File: config.mk
export PLATFORM = sky130hd
export DESIGN_NAME = utf8_json_string_escaper
export DESIGN_NICKNAME = d
export VERILOG_FILES = /design/src/rtl/core/utfje_pkg.sv /design/src/rtl/core/utfje_front.sv /design/src/rtl/core/utfje_fifo.sv /design/src/rtl/core/utfje_back.sv /design/src/rtl/core/utf8_json_string_escaper.sv
export SDC_FILE = /design/constraint.sdc
export NUM_CORES = 1
export LEC_CHECK = 0
export ABC_AREA = 1
export CELL_PAD_IN_SITES_DETAIL_PLACEMENT = 1
export CELL_PAD_IN_SITES_GLOBAL_PLACEMENT = 2
export CORE_ASPECT_RATIO = 1.75
export CORE_MARGIN = 4
export CORE_UTILIZATION = 30
export CTS_CLUSTER_DIAMETER = 40
export DETAILED_ROUTE_END_ITERATION = 7
export DONT_BUFFER_PORTS = 1
export PLACE_DENSITY_LB_ADDON = 0.1
export SLEW_MARGIN = 10
export SYNTH_ARGS = -nofsm -noshare
export SYNTH_HDL_FRONTEND = slang
export SYNTH_SLANG_ARGS = --single-unit
File: constraint.sdc
create_clock -name clock -period 4.37 [get_ports clock]
set_input_delay 0.6555 -clock clock [delete_from_list [all_inputs] [get_ports clock]]
set_output_delay 0.6555 -clock clock [all_outputs]
set_load 0.1 [all_outputs]
File: src/rtl/core/utfje_pkg.sv
// ----------------------------------------------------------------------------
// utfje_pkg
// Shared types, character codes and helpers of the JSON string escaper.
// ----------------------------------------------------------------------------
package utfje_pkg;

   // Token kinds passed from the front sequencer to the emitter.
   typedef enum logic [1:0] {
      TK_LIT = 2'd0,   // one character
      TK_ESC = 2'd1,   // backslash, then one character
      TK_UNI = 2'd2    // \uXXXX from a 16-bit unit
   } tok_kind_type;

   typedef struct packed {
      tok_kind_type kind;
      logic [15:0]  data;
      logic         closes;
      logic         last;
   } tok_type;

   typedef struct packed {
      logic    valid;
      tok_type tok;
   } push_type;

   typedef struct packed {
      logic full;
      logic empty;
   } q_status_type;

   localparam logic [6:0] CH_QUOTE  = 7'h22;
   localparam logic [6:0] CH_BSLASH = 7'h5C;
   localparam logic [6:0] CH_LOW_U  = 7'h75;
   localparam logic [6:0] CH_LOW_N  = 7'h6E;
   localparam logic [6:0] CH_LOW_R  = 7'h72;
   localparam logic [6:0] CH_LOW_T  = 7'h74;
   localparam logic [6:0] CH_LOW_B  = 7'h62;
   localparam logic [6:0] CH_LOW_F  = 7'h66;

   localparam logic [2:0] STEP_LIT_LAST = 3'd0;
   localparam logic [2:0] STEP_ESC_LAST = 3'd1;
   localparam logic [2:0] STEP_UNI_LAST = 3'd5;

   function automatic logic [6:0] hex_char(input logic [3:0] n);
      if (n < 4'd10) begin
         return 7'h30 + {3'b000, n};
      end else begin
         return 7'h57 + {3'b000, n};
      end
   endfunction

   function automatic logic [2:0] last_step(input tok_kind_type k);
      case (k)
         TK_LIT:  return STEP_LIT_LAST;
         TK_ESC:  return STEP_ESC_LAST;
         TK_UNI:  return STEP_UNI_LAST;
         default: return STEP_LIT_LAST;
      endcase
   endfunction

endpackage

File: src/rtl/core/utfje_front.sv
// ----------------------------------------------------------------------------
// utfje_front
// Accepts input bytes, tracks UTF-8 decode state and issues output tokens.
// ----------------------------------------------------------------------------
module utfje_front (
   input  logic                   clock,
   input  logic                   reset,
   input  logic                   req_valid,
   output logic                   req_stall,
   input  logic [7:0]             req_data_byte,
   input  logic                   req_has_byte,
   input  logic                   req_end_of_string,
   input  utfje_pkg::q_status_type q_status,
   output utfje_pkg::push_type    push
);
   import utfje_pkg::*;

   typedef enum logic [7:0] {
      PH_IDLE  = 8'b0000_0001,
      PH_OPEN  = 8'b0000_0010,
      PH_FLUSH = 8'b0000_0100,
      PH_BYTE  = 8'b0000_1000,
      PH_LOW   = 8'b0001_0000,
      PH_ENDFL = 8'b0010_0000,
      PH_CLOSE = 8'b0100_0000,
      PH_DONE  = 8'b1000_0000
   } phase_type;

   phase_type   phase_ff, phase_in;
   logic        inside_ff, inside_in;
   logic [7:0]  pend_ff [3];
   logic [1:0]  pcnt_ff, pcnt_in;
   logic [1:0]  need_ff, need_in;
   logic [20:0] acc_ff, acc_in;
   logic [1:0]  fidx_ff, fidx_in;
   logic [15:0] lo_ff, lo_in;
   logic [7:0]  byte_ff, byte_in;
   logic        has_ff, has_in;
   logic        end_ff, end_in;
   tok_type     hold_ff, hold_in;
   logic        hold_vld_ff, hold_vld_in;

   logic        pw_en;
   logic [1:0]  pw_idx;
   logic [7:0]  pend_rd;
   logic        prod, done_push, push_need, go, accept;
   tok_type     tok_new;
   logic [20:0] new_acc, adj;

   function automatic tok_type mk_tok(input tok_kind_type k, input logic [15:0] d,
                                      input logic cl);
      tok_type t;
      t.kind   = k;
      t.data   = d;
      t.closes = cl;
      t.last   = 1'b0;
      return t;
   endfunction

   // Where an item goes once the opening quote is handled.
   function automatic phase_type after_open(input logic has, input logic [7:0] b,
                                            input logic [1:0] pcnt);
      if (!has) begin
         return PH_ENDFL;
      end else if (pcnt != 2'd0 && b[7:6] != 2'b10) begin
         return PH_FLUSH;
      end else begin
         return PH_BYTE;
      end
   endfunction

   always_comb begin
      case (fidx_ff)
         2'd0:    pend_rd = pend_ff[0];
         2'd1:    pend_rd = pend_ff[1];
         default: pend_rd = pend_ff[2];
      endcase
   end

   assign new_acc = {acc_ff[14:0], byte_ff[5:0]};
   assign adj     = new_acc - 21'h10000;

   assign req_stall = !(phase_ff == PH_IDLE ||
                        (phase_ff == PH_DONE && !(hold_vld_ff && q_status.full)));

   always_comb begin
      phase_in    = phase_ff;
      inside_in   = inside_ff;
      pcnt_in     = pcnt_ff;
      need_in     = need_ff;
      acc_in      = acc_ff;
      fidx_in     = fidx_ff;
      lo_in       = lo_ff;
      byte_in     = byte_ff;
      has_in      = has_ff;
      end_in      = end_ff;
      hold_in     = hold_ff;
      hold_vld_in = hold_vld_ff;
      pw_en       = 1'b0;
      pw_idx      = 2'd0;
      prod        = 1'b0;
      done_push   = 1'b0;
      tok_new     = mk_tok(TK_LIT, 16'h0000, 1'b0);

      case (phase_ff)
         PH_IDLE: begin
         end
         PH_OPEN: begin
            if (!inside_ff) begin
               prod    = 1'b1;
               tok_new = mk_tok(TK_LIT, {9'd0, CH_QUOTE}, 1'b0);
            end
            inside_in = 1'b1;
            fidx_in   = 2'd0;
            phase_in  = after_open(has_ff, byte_ff, pcnt_ff);
         end
         PH_FLUSH, PH_ENDFL: begin
            if (pcnt_ff == 2'd0) begin
               // only reachable at end of string with nothing pending
               need_in  = 2'd0;
               acc_in   = '0;
               phase_in = PH_CLOSE;
            end else begin
               prod    = 1'b1;
               tok_new = mk_tok(TK_UNI, {8'h00, pend_rd}, 1'b0);
               if (fidx_ff + 2'd1 == pcnt_ff) begin
                  pcnt_in  = 2'd0;
                  need_in  = 2'd0;
                  acc_in   = '0;
                  fidx_in  = 2'd0;
                  phase_in = (phase_ff == PH_FLUSH) ? PH_BYTE : PH_CLOSE;
               end else begin
                  fidx_in = fidx_ff + 2'd1;
               end
            end
         end
         PH_BYTE: begin
            phase_in = end_ff ? PH_ENDFL : PH_DONE;
            fidx_in  = 2'd0;
            if (pcnt_ff != 2'd0) begin
               // continuation byte of a pending sequence
               if (need_ff <= 2'd1) begin
                  pcnt_in = 2'd0;
                  need_in = 2'd0;
                  acc_in  = '0;
                  prod    = 1'b1;
                  if (|new_acc[20:16]) begin
                     tok_new  = mk_tok(TK_UNI, 16'hD800 + {5'd0, adj[20:10]}, 1'b0);
                     lo_in    = {6'b110111, adj[9:0]};
                     phase_in = PH_LOW;
                  end else begin
                     tok_new = mk_tok(TK_UNI, new_acc[15:0], 1'b0);
                  end
               end else begin
                  if (pcnt_ff < 2'd3) begin
                     pw_en   = 1'b1;
                     pw_idx  = pcnt_ff;
                     pcnt_in = pcnt_ff + 2'd1;
                  end
                  need_in = need_ff - 2'd1;
                  acc_in  = new_acc;
               end
            end else begin
               prod = 1'b1;
               case (byte_ff)
                  8'h22: tok_new = mk_tok(TK_ESC, {9'd0, CH_QUOTE}, 1'b0);
                  8'h5C: tok_new = mk_tok(TK_ESC, {9'd0, CH_BSLASH}, 1'b0);
                  8'h0A: tok_new = mk_tok(TK_ESC, {9'd0, CH_LOW_N}, 1'b0);
                  8'h0D: tok_new = mk_tok(TK_ESC, {9'd0, CH_LOW_R}, 1'b0);
                  8'h09: tok_new = mk_tok(TK_ESC, {9'd0, CH_LOW_T}, 1'b0);
                  8'h08: tok_new = mk_tok(TK_ESC, {9'd0, CH_LOW_B}, 1'b0);
                  8'h0C: tok_new = mk_tok(TK_ESC, {9'd0, CH_LOW_F}, 1'b0);
                  default: begin
                     if (byte_ff < 8'h20) begin
                        tok_new = mk_tok(TK_UNI, {8'h00, byte_ff}, 1'b0);
                     end else if (byte_ff < 8'h80) begin
                        tok_new = mk_tok(TK_LIT, {8'h00, byte_ff}, 1'b0);
                     end else if (byte_ff[7:5] == 3'b110 || byte_ff[7:4] == 4'b1110 ||
                                  byte_ff[7:3] == 5'b11110) begin
                        // lead byte: buffer it, nothing to emit yet
                        prod    = 1'b0;
                        pw_en   = 1'b1;
                        pw_idx  = 2'd0;
                        pcnt_in = 2'd1;
                        if (byte_ff[7:5] == 3'b110) begin
                           need_in = 2'd1;
                           acc_in  = {16'd0, byte_ff[4:0]};
                        end else if (byte_ff[7:4] == 4'b1110) begin
                           need_in = 2'd2;
                           acc_in  = {17'd0, byte_ff[3:0]};
                        end else begin
                           need_in = 2'd3;
                           acc_in  = {18'd0, byte_ff[2:0]};
                        end
                     end else begin
                        tok_new = mk_tok(TK_UNI, {8'h00, byte_ff}, 1'b0);
                     end
                  end
               endcase
            end
         end
         PH_LOW: begin
            prod     = 1'b1;
            tok_new  = mk_tok(TK_UNI, lo_ff, 1'b0);
            fidx_in  = 2'd0;
            phase_in = end_ff ? PH_ENDFL : PH_DONE;
         end
         PH_CLOSE: begin
            prod      = 1'b1;
            tok_new   = mk_tok(TK_LIT, {9'd0, CH_QUOTE}, 1'b1);
            inside_in = 1'b0;
            phase_in  = PH_DONE;
         end
         PH_DONE: begin
            done_push   = 1'b1;
            hold_vld_in = 1'b0;
            phase_in    = PH_IDLE;
         end
         default: begin
            phase_in = PH_IDLE;
         end
      endcase

      // One token is held back so the last one of an item can be flagged.
      push_need = hold_vld_ff && (prod || done_push);
      go        = !(push_need && q_status.full);
      if (prod) begin
         hold_in     = tok_new;
         hold_vld_in = 1'b1;
      end

      accept = req_valid && !req_stall;
      if (accept) begin
         byte_in = req_data_byte;
         has_in  = req_has_byte;
         end_in  = req_end_of_string;
         fidx_in = 2'd0;
         if (!req_has_byte && !req_end_of_string) begin
            phase_in = PH_IDLE;
         end else if (!inside_in) begin
            phase_in = PH_OPEN;
         end else begin
            phase_in = after_open(req_has_byte, req_data_byte, pcnt_ff);
         end
      end

      if (!go) begin
         phase_in    = phase_ff;
         inside_in   = inside_ff;
         pcnt_in     = pcnt_ff;
         need_in     = need_ff;
         acc_in      = acc_ff;
         fidx_in     = fidx_ff;
         lo_in       = lo_ff;
         hold_in     = hold_ff;
         hold_vld_in = hold_vld_ff;
         pw_en       = 1'b0;
      end
   end

   always_comb begin
      push.valid    = push_need && go;
      push.tok      = hold_ff;
      push.tok.last = done_push;
   end

   always_ff @(posedge clock) begin
      if (reset) begin
         phase_ff    <= PH_IDLE;
         inside_ff   <= 1'b0;
         pcnt_ff     <= 2'd0;
         need_ff     <= 2'd0;
         acc_ff      <= '0;
         fidx_ff     <= 2'd0;
         hold_vld_ff <= 1'b0;
      end else begin
         phase_ff    <= phase_in;
         inside_ff   <= inside_in;
         pcnt_ff     <= pcnt_in;
         need_ff     <= need_in;
         acc_ff      <= acc_in;
         fidx_ff     <= fidx_in;
         hold_vld_ff <= hold_vld_in;
      end
   end

   always_ff @(posedge clock) begin
      lo_ff   <= lo_in;
      byte_ff <= byte_in;
      has_ff  <= has_in;
      end_ff  <= end_in;
      hold_ff <= hold_in;
      if (pw_en) begin
         case (pw_idx)
            2'd0:    pend_ff[0] <= byte_ff;
            2'd1:    pend_ff[1] <= byte_ff;
            2'd2:    pend_ff[2] <= byte_ff;
            default: ;
         endcase
      end
   end

endmodule

File: src/rtl/core/utfje_fifo.sv
// ----------------------------------------------------------------------------
// utfje_fifo
// Short token queue between the front sequencer and the emitter.
// ----------------------------------------------------------------------------
module utfje_fifo #(
   parameter int DEPTH = 4
) (
   input  logic                    clock,
   input  logic                    reset,
   input  utfje_pkg::push_type     push,
   input  logic                    pop,
   output utfje_pkg::tok_type      head,
   output utfje_pkg::q_status_type q_status
);
   import utfje_pkg::*;

   localparam int PW = (DEPTH > 1) ? $clog2(DEPTH) : 1;
   localparam int CW = $clog2(DEPTH + 1);

   tok_type       mem [DEPTH];
   logic [PW-1:0] wr_ptr_ff, wr_ptr_in;
   logic [PW-1:0] rd_ptr_ff, rd_ptr_in;
   logic [CW-1:0] cnt_ff, cnt_in;
   logic          wr, rd;

   assign q_status.full  = (cnt_ff == CW'(DEPTH));
   assign q_status.empty = (cnt_ff == '0);
   assign wr   = push.valid && !q_status.full;
   assign rd   = pop && !q_status.empty;
   assign head = mem[rd_ptr_ff];

   always_comb begin
      wr_ptr_in = wr_ptr_ff;
      rd_ptr_in = rd_ptr_ff;
      cnt_in    = cnt_ff;
      if (wr) begin
         wr_ptr_in = (wr_ptr_ff == PW'(DEPTH - 1)) ? '0 : wr_ptr_ff + PW'(1);
      end
      if (rd) begin
         rd_ptr_in = (rd_ptr_ff == PW'(DEPTH - 1)) ? '0 : rd_ptr_ff + PW'(1);
      end
      if (wr && !rd) begin
         cnt_in = cnt_ff + CW'(1);
      end else if (rd && !wr) begin
         cnt_in = cnt_ff - CW'(1);
      end
   end

   always_ff @(posedge clock) begin
      if (reset) begin
         wr_ptr_ff <= '0;
         rd_ptr_ff <= '0;
         cnt_ff    <= '0;
      end else begin
         wr_ptr_ff <= wr_ptr_in;
         rd_ptr_ff <= rd_ptr_in;
         cnt_ff    <= cnt_in;
      end
   end

   always_ff @(posedge clock) begin
      if (wr) begin
         mem[wr_ptr_ff] <= push.tok;
      end
   end

endmodule

File: src/rtl/core/utfje_back.sv
// ----------------------------------------------------------------------------
// utfje_back
// Expands queued tokens into ASCII characters, one per cycle while rsp_stall
// is low, into the output register.
// ----------------------------------------------------------------------------
module utfje_back (
   input  logic                    clock,
   input  logic                    reset,
   input  utfje_pkg::tok_type      head,
   input  utfje_pkg::q_status_type q_status,
   output logic                    pop,
   output logic                    rsp_valid,
   input  logic                    rsp_stall,
   output logic [6:0]              rsp_out_char,
   output logic                    rsp_closes_string,
   output logic                    rsp_last_of_run
);
   import utfje_pkg::*;

   tok_type    cur_ff, cur_in;
   logic       cur_vld_ff, cur_vld_in;
   logic [2:0] step_ff, step_in;
   logic       out_vld_ff, out_vld_in;
   logic [6:0] char_ff, char_in;
   logic       closes_ff, closes_in;
   logic       last_ff, last_in;

   logic       out_free, fin;
   logic [6:0] ch;

   assign out_free = !out_vld_ff || !rsp_stall;
   assign fin      = (step_ff == last_step(cur_ff.kind));

   always_comb begin
      ch = cur_ff.data[6:0];
      case (cur_ff.kind)
         TK_LIT: ch = cur_ff.data[6:0];
         TK_ESC: ch = (step_ff == 3'd0) ? CH_BSLASH : cur_ff.data[6:0];
         TK_UNI: begin
            case (step_ff)
               3'd0:    ch = CH_BSLASH;
               3'd1:    ch = CH_LOW_U;
               3'd2:    ch = hex_char(cur_ff.data[15:12]);
               3'd3:    ch = hex_char(cur_ff.data[11:8]);
               3'd4:    ch = hex_char(cur_ff.data[7:4]);
               default: ch = hex_char(cur_ff.data[3:0]);
            endcase
         end
         default: ch = cur_ff.data[6:0];
      endcase
   end

   always_comb begin
      cur_in     = cur_ff;
      cur_vld_in = cur_vld_ff;
      step_in    = step_ff;
      out_vld_in = out_vld_ff;
      char_in    = char_ff;
      closes_in  = closes_ff;
      last_in    = last_ff;

      if (out_free) begin
         out_vld_in = cur_vld_ff;
         if (cur_vld_ff) begin
            char_in   = ch;
            closes_in = fin && cur_ff.closes;
            last_in   = fin && cur_ff.last;
            if (fin) begin
               cur_vld_in = 1'b0;
            end else begin
               step_in = step_ff + 3'd1;
            end
         end
      end

      pop = !q_status.empty && (!cur_vld_ff || (out_free && fin));
      if (pop) begin
         cur_in     = head;
         cur_vld_in = 1'b1;
         step_in    = 3'd0;
      end
   end

   always_ff @(posedge clock) begin
      if (reset) begin
         cur_vld_ff <= 1'b0;
         out_vld_ff <= 1'b0;
         step_ff    <= 3'd0;
      end else begin
         cur_vld_ff <= cur_vld_in;
         out_vld_ff <= out_vld_in;
         step_ff    <= step_in;
      end
   end

   always_ff @(posedge clock) begin
      cur_ff    <= cur_in;
      char_ff   <= char_in;
      closes_ff <= closes_in;
      last_ff   <= last_in;
   end

   assign rsp_valid         = out_vld_ff;
   assign rsp_out_char      = char_ff;
   assign rsp_closes_string = closes_ff;
   assign rsp_last_of_run   = last_ff;

endmodule

File: src/rtl/core/utf8_json_string_escaper.sv
// ----------------------------------------------------------------------------
// utf8_json_string_escaper
// UTF-8 byte stream in, quoted ASCII-only JSON string out, one character per
// transaction.
// ----------------------------------------------------------------------------
//  channel | ports                                               | direction
//  req     | req_valid req_stall req_data_byte req_has_byte      | in
//          | req_end_of_string                                   |
//  rsp     | rsp_valid rsp_stall rsp_out_char rsp_closes_string  | out
//          | rsp_last_of_run                                     |
//
// The front sequencer works through the steps of an item: an optional
// opening-quote step, one step per flushed pending byte, the byte step, a
// low-surrogate step, end-of-string flush steps and a closing step, plus a
// final step in which the next item may already be accepted. A plain byte
// in a string takes only the byte and final steps. The emitter drains one
// character per cycle while rsp_stall is low, via a QUEUE_DEPTH-token queue;
// it fills when the emitter lags, and req_stall holds. Reset is synchronous.
// ----------------------------------------------------------------------------
module utf8_json_string_escaper #(
   parameter int QUEUE_DEPTH = 4
) (
   input  logic       clock,
   input  logic       reset,
   input  logic       req_valid,
   output logic       req_stall,
   input  logic [7:0] req_data_byte,
   input  logic       req_has_byte,
   input  logic       req_end_of_string,
   output logic       rsp_valid,
   input  logic       rsp_stall,
   output logic [6:0] rsp_out_char,
   output logic       rsp_closes_string,
   output logic       rsp_last_of_run
);
   import utfje_pkg::*;

   push_type     push;
   tok_type      head;
   q_status_type q_status;
   logic         pop;

   utfje_front u_front (
      .clock             (clock),
      .reset             (reset),
      .req_valid         (req_valid),
      .req_stall         (req_stall),
      .req_data_byte     (req_data_byte),
      .req_has_byte      (req_has_byte),
      .req_end_of_string (req_end_of_string),
      .q_status          (q_status),
      .push              (push)
   );

   utfje_fifo #(
      .DEPTH (QUEUE_DEPTH)
   ) u_fifo (
      .clock    (clock),
      .reset    (reset),
      .push     (push),
      .pop      (pop),
      .head     (head),
      .q_status (q_status)
   );

   utfje_back u_back (
      .clock             (clock),
      .reset             (reset),
      .head              (head),
      .q_status          (q_status),
      .pop               (pop),
      .rsp_valid         (rsp_valid),
      .rsp_stall         (rsp_stall),
      .rsp_out_char      (rsp_out_char),
      .rsp_closes_string (rsp_closes_string),
      .rsp_last_of_run   (rsp_last_of_run)
   );

endmodule

### Word level (Yosys, flattened, before mapping)

Memories as Yosys holds them, arrays and structs flattened. A register that Yosys moved wholly into a read port is not among the register bits.
Index checks and enable logic that the tools add are counted.

* register bits after elaboration: 91
* latch bits: 0
* RAM bits: 104
* bits in read-only memories: 0
* output and inout bits: 11
* logic and storage cells: 281
* memories kept: 2

Memories
* u_fifo.mem: words 4, width 20, rd ports 1, clocked after Yosys merged registers in 1, wr ports 1, RTL line utfje_fifo.sv:20 `tok_type mem [DEPTH];`
* u_front.pend_ff: words 3, width 8, rd ports 3, clocked after Yosys merged registers in 0, wr ports 1, RTL line utfje_front.sv:31 `logic [7:0] pend_ff [3];`

* $add $sub $neg: 18
* $mul: 0
* divide/modulo/power cells: 0
* magnitude comparators: 8
* equality and inequality tests: 45
* shift operators: 0
* mux-type cells: 120
* bitwise gates (word level): 2
* reductions and logical operators: 63

Operator list (number)
* $pmux 20 s7: 1
* $mux 15: 9
* $mux 20: 6
* $mux 8: 14
* $pmux 20 s5: 1
* $mux 2: 28
* $eq 8x4->1 const B: 6
* $pmux 8 s6: 1
* $mux 7: 6
* $mux 1: 38
* $pmux 7 s5: 1
* $pmux 15 s2: 1
* $add 6x4->7 const A: 4
* $add 7x4->7 const A: 4
* $sub 21x17->21 const B: 1
* $mux 18: 1
* $logic_and 1x1->1: 17
* $add 15x12->16 const A: 1
* $eq 8x6->1 const B: 2
* $eq 8x7->1 const B: 2
* $lt 4x4->1 const B: 4
* $pmux 8 s2: 1
* $reduce_or 8->1: 2
* $pmux 7 s2: 1
* other kinds (51): 104

### Longest topological paths before layout

* depth in word-level cells: 19
* depth in mapped cells: 18
* mapped depth without buffers: 17

### Cells and area by module

Synthesis repeated with hierarchy kept, for this count alone.

* cells, all modules: 1052
* area, all modules: 10331.2 um^2

Modules (own cells, without submodules)
* utfje_front: instances 1, cells each 552, area an instance 4914.7 um^2
* utfje_fifo: instances 1, cells each 265, area an instance 3444.6 um^2
* utfje_back: instances 1, cells each 235, area an instance 1971.9 um^2

### Least setup slack after synthesis

No wires, ideal clock.

* kind: flip-flop to flip-flop
* from: register u_front.pcnt_ff[0]
* to: register u_front.hold_ff, in the netlist u_front.push[10] (enable)
* library setup time: 395 ps
* arrival time: 2353 ps
* required time: 3975 ps
* slack: 1623 ps
* stages on the path, launching flop included: 11
* buffers on the path: 1
* period minus slack after synthesis: 2747 ps
* cells stage by stage: dfxtp_1 > inv_1 > ha_1 > buf_4 > nor2_1 > inv_1 > nor2_2 > inv_1 > nand3_1 > nor3_1 > nor2_1

* longest elaborated chain between the ends: 8
* elaborated cells between the ends (all ways): 10

RTL lines
* start, declared: RTL line utfje_front.sv:32 `logic [1:0] pcnt_ff, pcnt_in;`
* start signal, assigned: RTL line utfje_front.sv:279 `pcnt_ff <= pcnt_in;`
* $reduce_bool 2->1 / $logic_not 2->1 (equally long branches): RTL line utfje_front.sv:140, utfje_front.sv:118
* $mux 1 (on tied branches): RTL line utfje_front.sv:140, utfje_front.sv:118
* $pmux 1 s4 (*): RTL line utfje_front.sv:105 `case (phase_ff)`
* $logic_or 1x1->1: RTL line utfje_front.sv:225 `push_need = hold_vld_ff && (prod || done_push);`
* $logic_and 1x1->1: RTL line utfje_front.sv:225
* $logic_and 1x1->1: RTL line utfje_front.sv:226 `go = !(push_need && q_status.full);`
* $not 1->1 (no line)
* $reduce_and 2->1 (no line) (*)
* end signal, assigned: RTL line utfje_front.sv:292 `hold_ff <= hold_in;`
* end, declared: RTL line utfje_front.sv:40 `tok_type hold_ff, hold_in;`

Mark *: on every way between the ends. The rest lies on a longest branch, timed or not.
A chain may end at the register's enable or synchronous reset.

### Worst setup path in the final report

* from: register u_front.pcnt_ff[0]
* to: register u_fifo.cnt_ff[2]

* longest elaborated chain between the ends: 12
* elaborated cells between the ends (all ways): 16

RTL lines
* $reduce_bool 2->1 / $logic_not 2->1 (equally long branches): RTL line utfje_front.sv:140, utfje_front.sv:118
* $mux 1 (on tied branches): RTL line utfje_front.sv:140, utfje_front.sv:118
* $pmux 1 s4 (*): RTL line utfje_front.sv:105
* $logic_or 1x1->1 (*): RTL line utfje_front.sv:225
* $logic_and 1x1->1 (*): RTL line utfje_front.sv:225
* $logic_and 1x1->1: RTL line utfje_front.sv:226
* $logic_not 1->1: RTL line utfje_front.sv:226
* $logic_and 1x1->1 (*): RTL line utfje_front.sv:262 `push.valid = push_need && go;`
* $logic_and 1x1->1 (*): RTL line utfje_fifo.sv:28 `assign wr = push.valid && !q_status.full;`
* via u_fifo.wr: RTL line utfje_fifo.sv:24 `logic wr, rd;`
* $logic_not 1->1: RTL line utfje_fifo.sv:44 `end else if (rd && !wr) begin`
* $logic_and 1x1->1: RTL line utfje_fifo.sv:44
* $reduce_bool 2->1 (no line)
* end signal, assigned: RTL line utfje_fifo.sv:57 `cnt_ff <= cnt_in;`
* end, declared: RTL line utfje_fifo.sv:23 `logic [CW-1:0] cnt_ff, cnt_in;`

Mark *: on every way through the listed nets, which the timed path passes. The rest lies on a longest branch.

==> impl_metrics.yaml <==
run_status:
  run_status: "finished, final reports clean"
route:
  first_iter_violations: 268
  detailedRoute.firstPassIterationCount: 4
  routed_wirelength_um: 28300
  route.vias.total: 6971
  avgRoutedWirePerCell_um: 19.8
  drc_errors: 0
  antenna_violating_nets_post_route: 0
  via_per_inst: 4.86
synth:
  synth.top_cell.area_share: 0.527
  synthesized_instance_count: 994
  synth.distinct_cells: 44
  yosysWarnings: 0
  most_frequently_used_cell_type_in_the_post_synthesis_netlist: "sky130_fd_sc_hd__nand2_1"
  syn-cell-area_um2: 9810
  synth_enable_flop_cells: 172
  synth.avg_cell_area_um2: 9.86
  synth.top_cells.by_area: "sky130_fd_sc_hd__edfxtp_1 (53%), sky130_fd_sc_hd__dfxtp_1 (8.8%), sky130_fd_sc_hd__nand2_1 (6.9%), sky130_fd_sc_hd__nor2_1 (4.9%), sky130_fd_sc_hd__o21ai_0 (4.2%)"
  ys_seq_elements: 215
  postSynthNetCount: 1033
  yosys-top-cells-count: "sky130_fd_sc_hd__nand2_1 (181), sky130_fd_sc_hd__edfxtp_1 (172), sky130_fd_sc_hd__nor2_1 (129)"
  synth-seq-area-share: 0.615
  async_flop_share: 0
  post-synth-top-area-cell: "sky130_fd_sc_hd__edfxtp_1"
  synth_flop_cell: "sky130_fd_sc_hd__edfxtp_1"
critical_path:
  worst_setup_path_end_kind: "register"
  path_class: "register to register"
  rr_worst_depth: 17
  worst_r2r_startpoint: "u_front.pcnt_ff[0]"
  crit_fanout: 14
  rrSetupSlack_ns: 0.97
  timing.rr.end: "u_fifo.cnt_ff[2]"
  critPathArrivalTime_ns: 3.82
  start_kind: "register"
  cp_data_required_time_ns: 4.79
clock_network:
  cts_tree: "built"
  clock_path_buffers: 3
  postCtsSetupRepairBufs: 0
  clock-sinks: 215
  numCtsBuffers: 27
  ctsRootBufferMaster: "sky130_fd_sc_hd__clkbuf_16"
  cts-resized-gates: 0
  clock_pin_slew_on_the_worst_setup_and_hold_paths_ns: 0.06
  hold_buffers: 0
  insertion_delay_ns: 0.55
  cts.htree.levels: 1
sta:
  clock_skew_ns: 0.0230
  timing.final.max_slew_violations: 0
  fin_crit_ns: 3.40
  setup_viol: 0
  max_clock_freq_mhz: 294
  hold_violations: 0
  period_utilization_post_route: 0.777
  worst-slew-pin-transition_ns: 0.976
  slew_headroom: 0.351
  unrepaired_setup_endpoints_after_global_routing: "false"
  setup-tns-final_ns: 0
final_layout:
  drive_above_1_share: 0.0929
  final_cell_count_no_fill: 1433
  nNetsFinal: 1051
  antennaDiodeCount: 0
  area_delta_synth_final_pct: 14.0
floorplan:
  die_width_um: 145
  core.rowCount: 87
  floorplan.core_area_um2: 32200
  dieHeight_um: 247
  top_level_ports: 25
  die_area_um2: 35800
  start_util: 0.304
grt:
  antenna_found_initial: 0
  first_global_vias: 7655
  grtUsageTotal: 0.164
  grt_max_degree: 43
  grt_pass1_wl_um: 44600
  overflow: 0
pwr:
  pwr_density_cell_nw_per_um2: 652
  total_leakage_power_nw: 4.12
  worst_ir_drop_vdd_v: 0.000306
flow_run:
  max_cap_violations: 0
hold_path:
  min_delay_worst_endpoint: "u_front.acc_ff[3]"
  hp-start: "reset"
  holdPathStages: 1
  holdCritPathClass: "input pin to register"
placed_design:
  gp_congestion: 0.830
  place_inst: 1383
  port_buffers: 0
  hpwl_um: 21000
state kept, by name (all words and copies together), names as in the netlist, 3 cells and up:
| register | count |
|---|---|
| u_front.acc_ff | 15 |
| u_fifo.mem | 80 |
| u_front.push | 19 |
| u_fifo.cnt_ff | 3 |
| u_front.pend_ff | 24 |
| u_back.step_ff | 3 |
| u_front.phase_ff | 8 |
| u_back.rsp_out_char | 7 |
| u_back.cur_ff | 20 |
| u_front.lo_ff | 10 |
| u_front.byte_ff | 8 |
metrics by stage:
step | area, um2 | worst slack (ns) | total power, mW | hold WS [ns] | utilization
after floorplan | 9810 | 1.62 | 4.55 | 0.439 | -
after global placement | 10300 | 1.05 | 5.26 | 0.445 | 0.320
after detailed placement | 10300 | 0.940 | 5.27 | 0.453 | 0.320
after CTS | 11200 | 0.909 | 7.44 | 0.158 | 0.347
after global routing | 11200 | 0.519 | 7.80 | 0.158 | 0.347
final | 11200 | 0.974 | 7.29 | 0.191 | 0.347
placed cells by master (no fill, tap or decap), types with 3 or more instances in the layout:
| cell | netlist | final |
|---|---|---|
| sky130_fd_sc_hd__nand2_1 | 181 | 181 |
| sky130_fd_sc_hd__clkbuf_16 | 0 | 27 |
| sky130_fd_sc_hd__dfxtp_1 | 43 | 43 |
| sky130_fd_sc_hd__o21ai_1 | 3 | 3 |
| sky130_fd_sc_hd__nand4_1 | 16 | 16 |
| sky130_fd_sc_hd__clkbuf_1 | 18 | 3 |
| sky130_fd_sc_hd__nor2_2 | 4 | 8 |
| sky130_fd_sc_hd__edfxtp_1 | 172 | 172 |
| sky130_fd_sc_hd__a31oi_1 | 10 | 10 |
| sky130_fd_sc_hd__o211ai_1 | 6 | 6 |
| sky130_fd_sc_hd__ha_1 | 24 | 24 |
| sky130_fd_sc_hd__inv_2 | 3 | 3 |
| sky130_fd_sc_hd__nand2_2 | 13 | 13 |
| sky130_fd_sc_hd__nand3b_1 | 3 | 3 |
| sky130_fd_sc_hd__clkinvlp_4 | 0 | 5 |
| sky130_fd_sc_hd__nor2_1 | 129 | 125 |
| sky130_fd_sc_hd__clkinv_1 | 1 | 5 |
| sky130_fd_sc_hd__a21oi_1 | 59 | 59 |
| sky130_fd_sc_hd__o21ai_0 | 83 | 83 |
| sky130_fd_sc_hd__a22o_1 | 3 | 3 |
| sky130_fd_sc_hd__nand3_1 | 51 | 51 |
| sky130_fd_sc_hd__o22ai_1 | 23 | 23 |
| sky130_fd_sc_hd__inv_1 | 99 | 99 |
| sky130_fd_sc_hd__buf_4 | 4 | 16 |
| sky130_fd_sc_hd__inv_6 | 0 | 3 |
| sky130_fd_sc_hd__nor3_1 | 16 | 15 |
metal layers:
layer	global-route usage	routed length, um
met5	0	0
met4	0.0560	795
met3	0.0207	698
met2	0.337	16900
met1	0.162	9930
worst max-delay path, stage by stage (launching register included):
cell and delay, ns:
sky130_fd_sc_hd__dfxtp_1 0.34, sky130_fd_sc_hd__inv_1 0.14, sky130_fd_sc_hd__ha_1 0.44, sky130_fd_sc_hd__inv_4 0.18, sky130_fd_sc_hd__nand2_1 0.17, sky130_fd_sc_hd__nand2_1 0.11, sky130_fd_sc_hd__nor2_1 0.11, sky130_fd_sc_hd__nor2_1 0.06
sky130_fd_sc_hd__nand3_2 0.10, sky130_fd_sc_hd__nand3_1 0.26, sky130_fd_sc_hd__inv_1 0.20, sky130_fd_sc_hd__ha_1 0.16, sky130_fd_sc_hd__inv_1 0.07, sky130_fd_sc_hd__fa_1 0.44, sky130_fd_sc_hd__a21oi_1 0.15, sky130_fd_sc_hd__o21ai_0 0.11
sky130_fd_sc_hd__o21ai_0 0.17, sky130_fd_sc_hd__a21oi_1 0.06
area by class of cell:
cell class                      instances  area [um2]
Inverter                              105         399
Clock inverter                         20         186
Fill cell                            3663       21000
Timing Repair Buffer                   16         120
Tap cell                              400         500
Multi-Input combinational cell        647        3260
Sequential cell                       215        6030
Clock buffer                           30         687
logic make-up (layout without fill, tap and decap cells):
| group | Yosys count | in the layout | share of synthesized area |
|---|---|---|---|
| simple gates | 422 | 422 | 0.185 |
| flops | 215 | 215 | 0.615 |
| compound gates | 196 | 196 | 0.110 |
| buf+inv | 132 | 171 | 0.0545 |
| fa+ha+maj | 25 | 25 | 0.0327 |
| xor+xnor | 4 | 4 | 0.00357 |
where the power goes:
| part | switching (mW) | leakage, nW | total [mW] | internal (mW) |
|---|---|---|---|---|
| clock network | 0.911 | 0.409 | 2.13 | 1.22 |
| registers | 0.574 | 1.91 | 3.27 | 2.69 |
| logic | 1.38 | 1.80 | 1.89 | 0.514 |
worst max-delay path by stage:
stage	depth (start not counted)	endpoint	slack, ns	startpoint
finish	17	u_fifo.cnt_ff[2]	0.97	u_front.pcnt_ff[0]
global route	17	u_fifo.cnt_ff[2]	0.52	u_front.pcnt_ff[0]
CTS	17	u_fifo.cnt_ff[2]	0.91	u_front.pcnt_ff[0]
detailed placement	17	u_fifo.cnt_ff[2]	0.94	u_front.pcnt_ff[0]
global placement	17	u_fifo.cnt_ff[2]	1.05	u_front.pcnt_ff[0]
floorplan	10	u_front.push[10]	1.62	u_front.pcnt_ff[0]
No activity file was read; power rests on OpenSTA's default activity.
